File: src/rtl/pinhole_point_projection_macros.svh
// ----------------------------------------------------------------------------
// Assertion macros for the projection block
// Immediate-consequence and next-cycle implication checks on one clock.
// ----------------------------------------------------------------------------
`ifndef PINHOLE_POINT_PROJECTION_MACROS_SVH
`define PINHOLE_POINT_PROJECTION_MACROS_SVH

// ante holds, cons holds in the same cycle
`define PPP_ASSERT_IMP(label, clk, rst_n, ante, cons, msg) \
  label: assert property (@(posedge clk) disable iff (!rst_n) (ante) |-> (cons)) \
    else $error(msg);

// ante holds, cons holds in the next cycle
`define PPP_ASSERT_NXT(label, clk, rst_n, ante, cons, msg) \
  label: assert property (@(posedge clk) disable iff (!rst_n) (ante) |=> (cons)) \
    else $error(msg);

`endif

File: src/rtl/ppp_fifo.sv
// ----------------------------------------------------------------------------
// ppp_fifo
// Small register queue with combinational head read.
// ----------------------------------------------------------------------------
module ppp_fifo #(
  parameter int unsigned WIDTH = 8,
  parameter int unsigned DEPTH = 4
) (
  input  logic             clk_i,
  input  logic             rst_ni,
  input  logic             push_i,
  input  logic [WIDTH-1:0] data_i,
  input  logic             pop_i,
  output logic [WIDTH-1:0] data_o,
  output logic             full_o,
  output logic             empty_o
);

  localparam int unsigned PW = (DEPTH > 1) ? $clog2(DEPTH) : 1;
  localparam int unsigned CW = $clog2(DEPTH + 1);
  localparam logic [PW-1:0] LAST = PW'(DEPTH - 1);
  localparam logic [CW-1:0] FULL_CNT = CW'(DEPTH);

  logic [WIDTH-1:0] mem_q [DEPTH];
  logic [PW-1:0]    wr_q, rd_q;
  logic [CW-1:0]    cnt_q;
  logic             do_push, do_pop;

  assign do_push = push_i && !full_o;
  assign do_pop  = pop_i && !empty_o;
  assign full_o  = (cnt_q == FULL_CNT);
  assign empty_o = (cnt_q == '0);
  assign data_o  = mem_q[rd_q];

  always_ff @(posedge clk_i) begin
    if (do_push) begin
      mem_q[wr_q] <= data_i;
    end
  end

  always_ff @(posedge clk_i or negedge rst_ni) begin
    if (!rst_ni) begin
      wr_q  <= '0;
      rd_q  <= '0;
      cnt_q <= '0;
    end else begin
      if (do_push) begin
        wr_q <= (wr_q == LAST) ? '0 : wr_q + PW'(1);
      end
      if (do_pop) begin
        rd_q <= (rd_q == LAST) ? '0 : rd_q + PW'(1);
      end
      if (do_push && !do_pop) begin
        cnt_q <= cnt_q + CW'(1);
      end else if (do_pop && !do_push) begin
        cnt_q <= cnt_q - CW'(1);
      end
    end
  end

endmodule

File: config.mk
export PLATFORM = sky130hd
export DESIGN_NAME = ppp_fifo
export DESIGN_NICKNAME = d
export VERILOG_FILES = /design/src/rtl/pinhole_point_projection_macros.svh /design/src/rtl/ppp_fifo.sv
export SDC_FILE = /design/constraint.sdc
export NUM_CORES = 1
export LEC_CHECK = 0
export BUFFER_PORTS_ARGS = -buffer_cell sky130_fd_sc_hd__clkbuf_2
export CORE_UTILIZATION = 35
export CTS_CLUSTER_DIAMETER = 50
export DETAILED_ROUTE_END_ITERATION = 6
export GPL_TIMING_DRIVEN = 0
export PLACE_DENSITY = 0.57
export SETUP_SLACK_MARGIN = 0.15
export SYNTH_ARGS = -nofsm -noshare
export SYNTH_HDL_FRONTEND = slang
export SYNTH_SLANG_ARGS = --single-unit
File: constraint.sdc
create_clock -name clk_i -period 3.3 [get_ports clk_i]
set_input_delay 0.66 -clock clk_i [delete_from_list [all_inputs] [get_ports clk_i]]
set_output_delay 0.66 -clock clk_i [all_outputs]
set_load 0.05 [all_outputs]
==> results of run 1 <==
[worst max-delay path, cell delays in order (launching register included)]
cell and delay (ns):
dfrtp_1 0.35, buf_2 0.31, mux4_2 0.56, clkbuf_2 0.25
[state kept, by name, indices dropped and copies added, names as in the netlist]
| signal | cells |
|---|---|
| rd_q | 2 |
| mem_q | 32 |
| cnt_q | 3 |
| wr_q | 2 |
[Yosys cell counts, drive strengths merged, types with 2 or more instances]
| master | instances |
|---|---|
| edfxtp | 32 |
| and2 | 4 |
| mux4 | 8 |
| mux2 | 5 |
| buf | 3 |
| ha | 6 |
| dfrtp | 7 |
| nor2 | 3 |
| inv | 3 |
| xor2 | 2 |
[per-layer routing]
layer	vias to the layer above	part of all wire, %	routed length [µm]	global-route usage [%]
met2	17	54	1380	20.8
met4	0	2.3	58	6.67
li1	357	-	-	-
met1	384	40	1010	13.1
met5	-	0	0	0
met3	7	4.0	102	3.32
[power breakdown]
part	leakage (nW)	switching, W	internal, W
logic	0.292	0.000507	0.000297
registers	0.375	0.0000665	0.000667
clock network	0.0612	0.000159	0.000244
total	0.729	0.000733	0.00121
[per-stage QoR]
| stage | power, W | instance area (µm²) | hold WS [ns] |
|---|---|---|---|
| after floorplan | 0.00139 | 1620 | 0.364 |
| after global placement | 0.00154 | 1790 | 0.491 |
| after detailed placement | 0.00157 | 1790 | 0.508 |
| after CTS | 0.00197 | 1910 | 0.194 |
| after global routing | 0.00205 | 1910 | 0.187 |
| final | 0.00194 | 1910 | 0.194 |
[final cells by class]
cell class              instances  share of cell area, %
plain buffers                   3                   1.05
repair buffers                 21                   5.51
multi-input cells              34                   23.7
clock buffers                   6                   4.33
well taps                      52                   3.41
clock inverters                 2                   1.84
flip-flops and latches         39                   59.5
inverters                       3                  0.590
[path summary, 6_finish.rpt]
| check | depth (start not counted) | slack (ns) | to | from |
|---|---|---|---|---|
| setup / recovery | 3 | 0.88 | data_o[0] | rd_q[0] |
| hold / removal | 1 | 0.19 | cnt_q[0] | rst_ni |
| setup reg to reg | 8 | 1.27 | cnt_q[2] | cnt_q[0] |
| hold reg to reg | 1 | 0.51 | cnt_q[2] | cnt_q[2] |
| max in group asynchronous | 1 | 2.93 | rd_q[0] | rst_ni |
| min in group clk_i | 1 | 0.51 | cnt_q[2] | cnt_q[2] |
[cells by family after synthesis]
group / count (synthesis)
buf+inv: 6
xor+xnor: 3
flops: 39
fa+ha+maj: 7
mux: 13
simple gates: 11
==> flow_metrics.py, run 1 <==
metrics = {
    "synth": {
        "synth-main-ff-cell": "edfxtp_1",
        "synth_compound_area_share_pct": 0,
        "ys_ff_latch": 39,
        "async_flop_share_pct": 17.9,
        "syn_area_um2": 1620,
        "synth-warning-count": 0,
        "synth-edff-count": 32,
        "synth_nets": 98,
        "synth_top_area_cell": "edfxtp_1",
        "synth_top_area_share_pct": 59.3,
        "synthMuxAreaShare_pct": 15.1,
        "ys_types": 19,
        "ys_top_cells_by_area": "edfxtp_1 (59%), mux4_2 (11%), dfrtp_1 (11%), ha_1 (4.6%), mux2_2 (2.1%)",
        "synth_top_family_by_area": "multiplexers",
        "synthCells": 79,
        "syn_avg_cell_area_um2": 20.5,
        "synth_xor_area_share_pct": 1.62,
        "synthAdderAreaFrac_pct": 5.87,
        "seq_area_frac_synth_pct": 70.1,
        "yosys.area_share.simple_pct": 5.41,
    },
    "status": {
        "status": "complete, no violations",
    },
    "cts": {
        "worst_skew_pair.late_latency_ns": 0.29,
        "cts_resized": 0,
        "cts_htree_levels": 2,
        "cts_tree": "yes",
        "post-cts-setup-buffer-count": 0,
        "clkTransAtPathRegs_ns": 0.08,
        "cts_root_buffer": "clkbuf_8",
        "numCtsBuffers": 5,
        "holdBufCountCts": 0,
        "cts.sinks": 39,
        "clockBufferDepth": 2,
    },
    "global_routing": {
        "grtUsageTotal_pct": 12.0,
        "antenna_found_initial": 0,
        "grt_overflow_total": 0,
        "grt_max_degree": 13,
        "grt_pass1_wl_um": 4240,
        "grt_pass1_vias": 852,
    },
    "sta": {
        "period_needed_ns": 2.42,
        "setup_ws_ns": 0.881,
        "finalSetupViolations": 0,
        "max_freq_mhz": 413,
        "rsz0062_at_grt": "no",
        "tightest_slew_ns": 0.549,
        "slew_viol_final": 0,
        "slew-limit-headroom_pct": 63.4,
        "fin_crit_sh_pct": 73.3,
        "fin_setup_tns_ns": 0,
        "finalHoldViolCount": 0,
        "fin_worst_skew_ns": 0.00858,
    },
    "run": {
        "cap_violations": 0,
    },
    "final_layout": {
        "layout_commonest_cell": "edfxtp_1",
        "nets": 126,
        "multi_input_area_um2": 453,
        "layout-drive-gt1-share_pct": 47.2,
        "fillers": 389,
        "layout_common_cells": "edfxtp_1 (32), clkbuf_2 (21), mux4_2 (8)",
        "syn_to_final_growth_pct": 17.8,
        "final_core_util_pct": 43.2,
        "register_area_um2": 1140,
        "final_cells": 160,
        "diodes": 0,
    },
    "worst_setup_path": {
        "start_kind": "register",
        "arrival_ns": 1.76,
        "path_class": "reg2out",
        "cp_data_required_time_ns": 2.64,
        "worstSetupEndpointType": "primary output",
        "path_max_fanout": 10,
    },
    "place": {
        "gp_congestion": 0.678,
        "portBuffers": 21,
        "placedCellCount": 152,
        "place_ws_ns": 1.17,
        "hpwl_um": 1740,
    },
    "die": {
        "core_area_um2": 4410,
        "dieHeight_um": 70.0,
        "initial_core_util_pct": 36.7,
        "num_io_pins": 22,
        "row_count": 24,
        "die_area_um2": 4910,
        "die_w_um": 70.0,
    },
    "detailed_routing": {
        "drtIter0Drc": 31,
        "vias_per_cell": 4.78,
        "ant_nets": 0,
        "drc": 0,
        "wl_um": 2550,
        "drt_pass1_iterations": 4,
        "vias": 765,
        "wl_per_cell_um": 15.9,
    },
    "power_and_ir_drop": {
        "vdd_drop_max_mv": 0.320,
        "p_leak_nw": 0.729,
        "p_per_area_nw_per_um2": 1020,
    },
    "min_path": {
        "hp-class": "in2async",
    },
}
No activity file was read; power rests on OpenSTA's default activity.
==> inputs of run 2 (changes only) <==
--- a/config.mk
+++ b/config.mk
@@ -5,12 +5,13 @@
 export SDC_FILE = /design/constraint.sdc
 export NUM_CORES = 1
 export LEC_CHECK = 0
+export ABC_AREA = 1
 export BUFFER_PORTS_ARGS = -buffer_cell sky130_fd_sc_hd__clkbuf_2
 export CORE_UTILIZATION = 35
 export CTS_CLUSTER_DIAMETER = 50
 export DETAILED_ROUTE_END_ITERATION = 6
 export GPL_TIMING_DRIVEN = 0
-export PLACE_DENSITY = 0.57
+export PLACE_DENSITY = 0.59
 export SETUP_SLACK_MARGIN = 0.15
 export SYNTH_ARGS = -nofsm -noshare
 export SYNTH_HDL_FRONTEND = slang
==> constraint.sdc (replaced) <==
create_clock -name clk_i -period 2 [get_ports clk_i]
set_input_delay 0.4 -clock clk_i [delete_from_list [all_inputs] [get_ports clk_i]]
set_output_delay 0.4 -clock clk_i [all_outputs]
set_load 0.05 [all_outputs]
==> flow_metrics.py, run 2 <==
metrics = {
    "status": {
        "status": "complete, no violations",
    },
    "global_routing": {
        "antenna_found_initial": 0,
        "grtUsageTotal_pct": 13.5,
        "grt_pass1_vias": 1028,
        "grt_max_degree": 13,
        "grt_overflow_total": 0,
        "grt_pass1_wl_um": 4940,
    },
    "synth": {
        "async_flop_share_pct": 17.9,
        "ys_top_cells_by_area": "edfxtp_1 (55%), dfrtp_1 (10%), nand2_1 (8.1%), inv_1 (6.6%), o211ai_1 (6.4%)",
        "ys_ff_latch": 39,
        "synth_commonest_cells": "nand2_1 (38), edfxtp_1 (32), inv_1 (31), o211ai_1 (15)",
        "syn_avg_cell_area_um2": 11.4,
        "synth_nets": 173,
        "synth_top_area_share_pct": 54.6,
        "synth-edff-count": 32,
        "synth-warning-count": 0,
        "ys_types": 16,
        "synth_top_area_cell": "edfxtp_1",
        "synth-main-ff-cell": "edfxtp_1",
        "seq_area_frac_synth_pct": 64.6,
        "yosysMostFrequentCell": "nand2_1",
        "synthCells": 154,
        "syn_area_um2": 1760,
    },
    "cts": {
        "cts_root_buffer": "clkbuf_8",
        "cts_tree": "yes",
        "cts.sinks": 39,
        "cts_htree_levels": 2,
        "worst_skew_pair.late_latency_ns": 0.29,
        "numCtsBuffers": 5,
        "clockBufferDepth": 2,
        "clkTransAtPathRegs_ns": 0.07,
    },
    "final_layout": {
        "syn_to_final_growth_pct": 27.5,
        "nets": 213,
        "finalInstanceArea_um2": 2240,
        "layout_commonest_cell": "nand2_1",
        "layout-drive-gt1-share_pct": 27.2,
        "multi_input_area_um2": 472,
        "diodes": 0,
        "layout_common_cells": "nand2_1 (37), edfxtp_1 (32), inv_1 (29)",
        "largest_reg_flops": 32,
        "top_register": "mem_q",
        "largest_registers": "mem_q: 32 flops, cnt_q: 3 flops",
        "fillers": 452,
        "register_area_um2": 1140,
    },
    "detailed_routing": {
        "drc": 0,
        "drtIter0Drc": 44,
        "wl_per_cell_um": 11.9,
        "vias_per_cell": 4.29,
        "drt_pass1_iterations": 4,
        "vias": 1123,
        "wl_um": 3110,
        "ant_nets": 0,
    },
    "die": {
        "die_w_um": 72.9,
        "initial_core_util_pct": 36.8,
        "num_io_pins": 22,
        "dieHeight_um": 72.9,
        "die_area_um2": 5310,
        "core_area_um2": 4790,
        "row_count": 25,
    },
    "place": {
        "portBuffers": 21,
        "placed_area_um2": 1950,
        "hpwl_um": 2060,
        "gp_congestion": 0.648,
    },
    "worst_setup_path": {
        "worstSetupEndpointType": "primary output",
        "cp_slowest_cell": "dfrtp_1",
        "crit_top_cell": "buf_8",
        "path_max_fanout": 10,
        "start_kind": "register",
        "cp_data_required_time_ns": 1.60,
        "crit_family": "buffers and inverters",
        "critPathMaxStageDelay_ns": 0.39,
        "crit_chain": "buf_6, buf_8, o211ai_1, nand2_1, buf_8",
        "crit_buf_inv": 3,
        "arrival_ns": 1.43,
        "path_class": "reg2out",
    },
    "sta": {
        "fin_setup_tns_ns": 0,
        "tightest_slew_ns": 0.835,
        "slew-limit-headroom_pct": 44.1,
        "slew_viol_final": 0,
        "rsz0062_at_grt": "yes",
        "max_freq_mhz": 546,
        "finalHoldViolCount": 0,
        "finalSetupViolations": 0,
        "fin_crit_sh_pct": 91.5,
        "fin_worst_skew_ns": 0.00375,
        "period_needed_ns": 1.83,
    },
    "power_and_ir_drop": {
        "p_per_area_nw_per_um2": 1710,
        "vdd_drop_max_mv": 0.548,
        "p_leak_nw": 0.997,
        "finalPower_w": 0.00384,
    },
    "run": {
        "cap_violations": 0,
    },
    "min_path": {
        "hp-class": "in2reg",
    },
}
-- run 2: cell count changes in the layout (fill, tap and decap cells not counted), sizes merged, moves of 7 or more --
cell and change:
buf +21, clkbuf -9, inv +28, mux4 -8, nand2 +39, nand3 +7
o211ai +16
-- run 2: power breakdown --
part / total [W] / internal [W] / switching, W
combinational: 0.00202 / 0.000793 / 0.00122
clock: 0.000632 / 0.000365 / 0.000267
sequential: 0.00119 / 0.00110 / 0.0000915
-- run 2: worst paths after layout --
kind / cells after the start / slack [ns] / end / from
setup / recovery: 5 / 0.17 / data_o[0] / rd_q[0]
min in group asynchronous: 2 / 0.48 / rd_q[0] / rst_ni
max in group asynchronous: 2 / 1.32 / cnt_q[0] / rst_ni
hold / removal: 1 / 0.33 / mem_q[3][2] / data_i[2]
hold reg to reg: 2 / 0.55 / wr_q[1] / wr_q[1]
setup reg to reg: 10 / 0.28 / cnt_q[2] / cnt_q[2]
-- run 2: per-layer routing --
layer | wire length, µm | track usage, % | vias to the layer above
li1 | - | - | 581
met1 | 1410 | 16.2 | 519
met2 | 1500 | 21.5 | 18
met3 | 137 | 5.11 | 5
met4 | 59 | 6.54 | 0
met5 | 0 | 0 | -
-- run 2: what timing repair did --
action	in CTS	in global routing
endpoints found under the setup margin	10	27
pin swaps	2	8
endpoints found under the hold margin	7	0
setup buffers	3	8
hold buffers	1	0
resized for setup	14	19
-- run 2: cell type report --
cell class,instances,area share (%)
inverter,32,5.52
tap,67,3.74
clock buffer,5,3.07
multi-input combinational,78,21.0
buffer,5,2.84
clock inverter,3,1.73
timing repair buffer,33,11.4
sequential,39,50.7
-- run 2: cell families (layout without fill, tap and decap cells) --
group	Yosys count	in the layout	synth area share [%]
compound gates	17	17	7.40
simple gates	53	53	12.1
buf+inv	37	78	10.0
fa+ha+maj	7	7	5.41
flops	39	39	64.6
xor+xnor	1	1	0.498
-- run 2: stage by stage --
step           setup slack (ns)  utilization, %  hold slack [ns]  cells
5_1_grt                   0.115            46.9            0.319    262
4_1_cts                   0.150            44.7            0.319    254
2_1_floorplan             0.307               -            0.104    154
3_5_place_dp              0.113            40.7            0.259    242
3_3_place_gp              0.151            40.7            0.250    242
6_report                  0.170            46.9            0.329    262
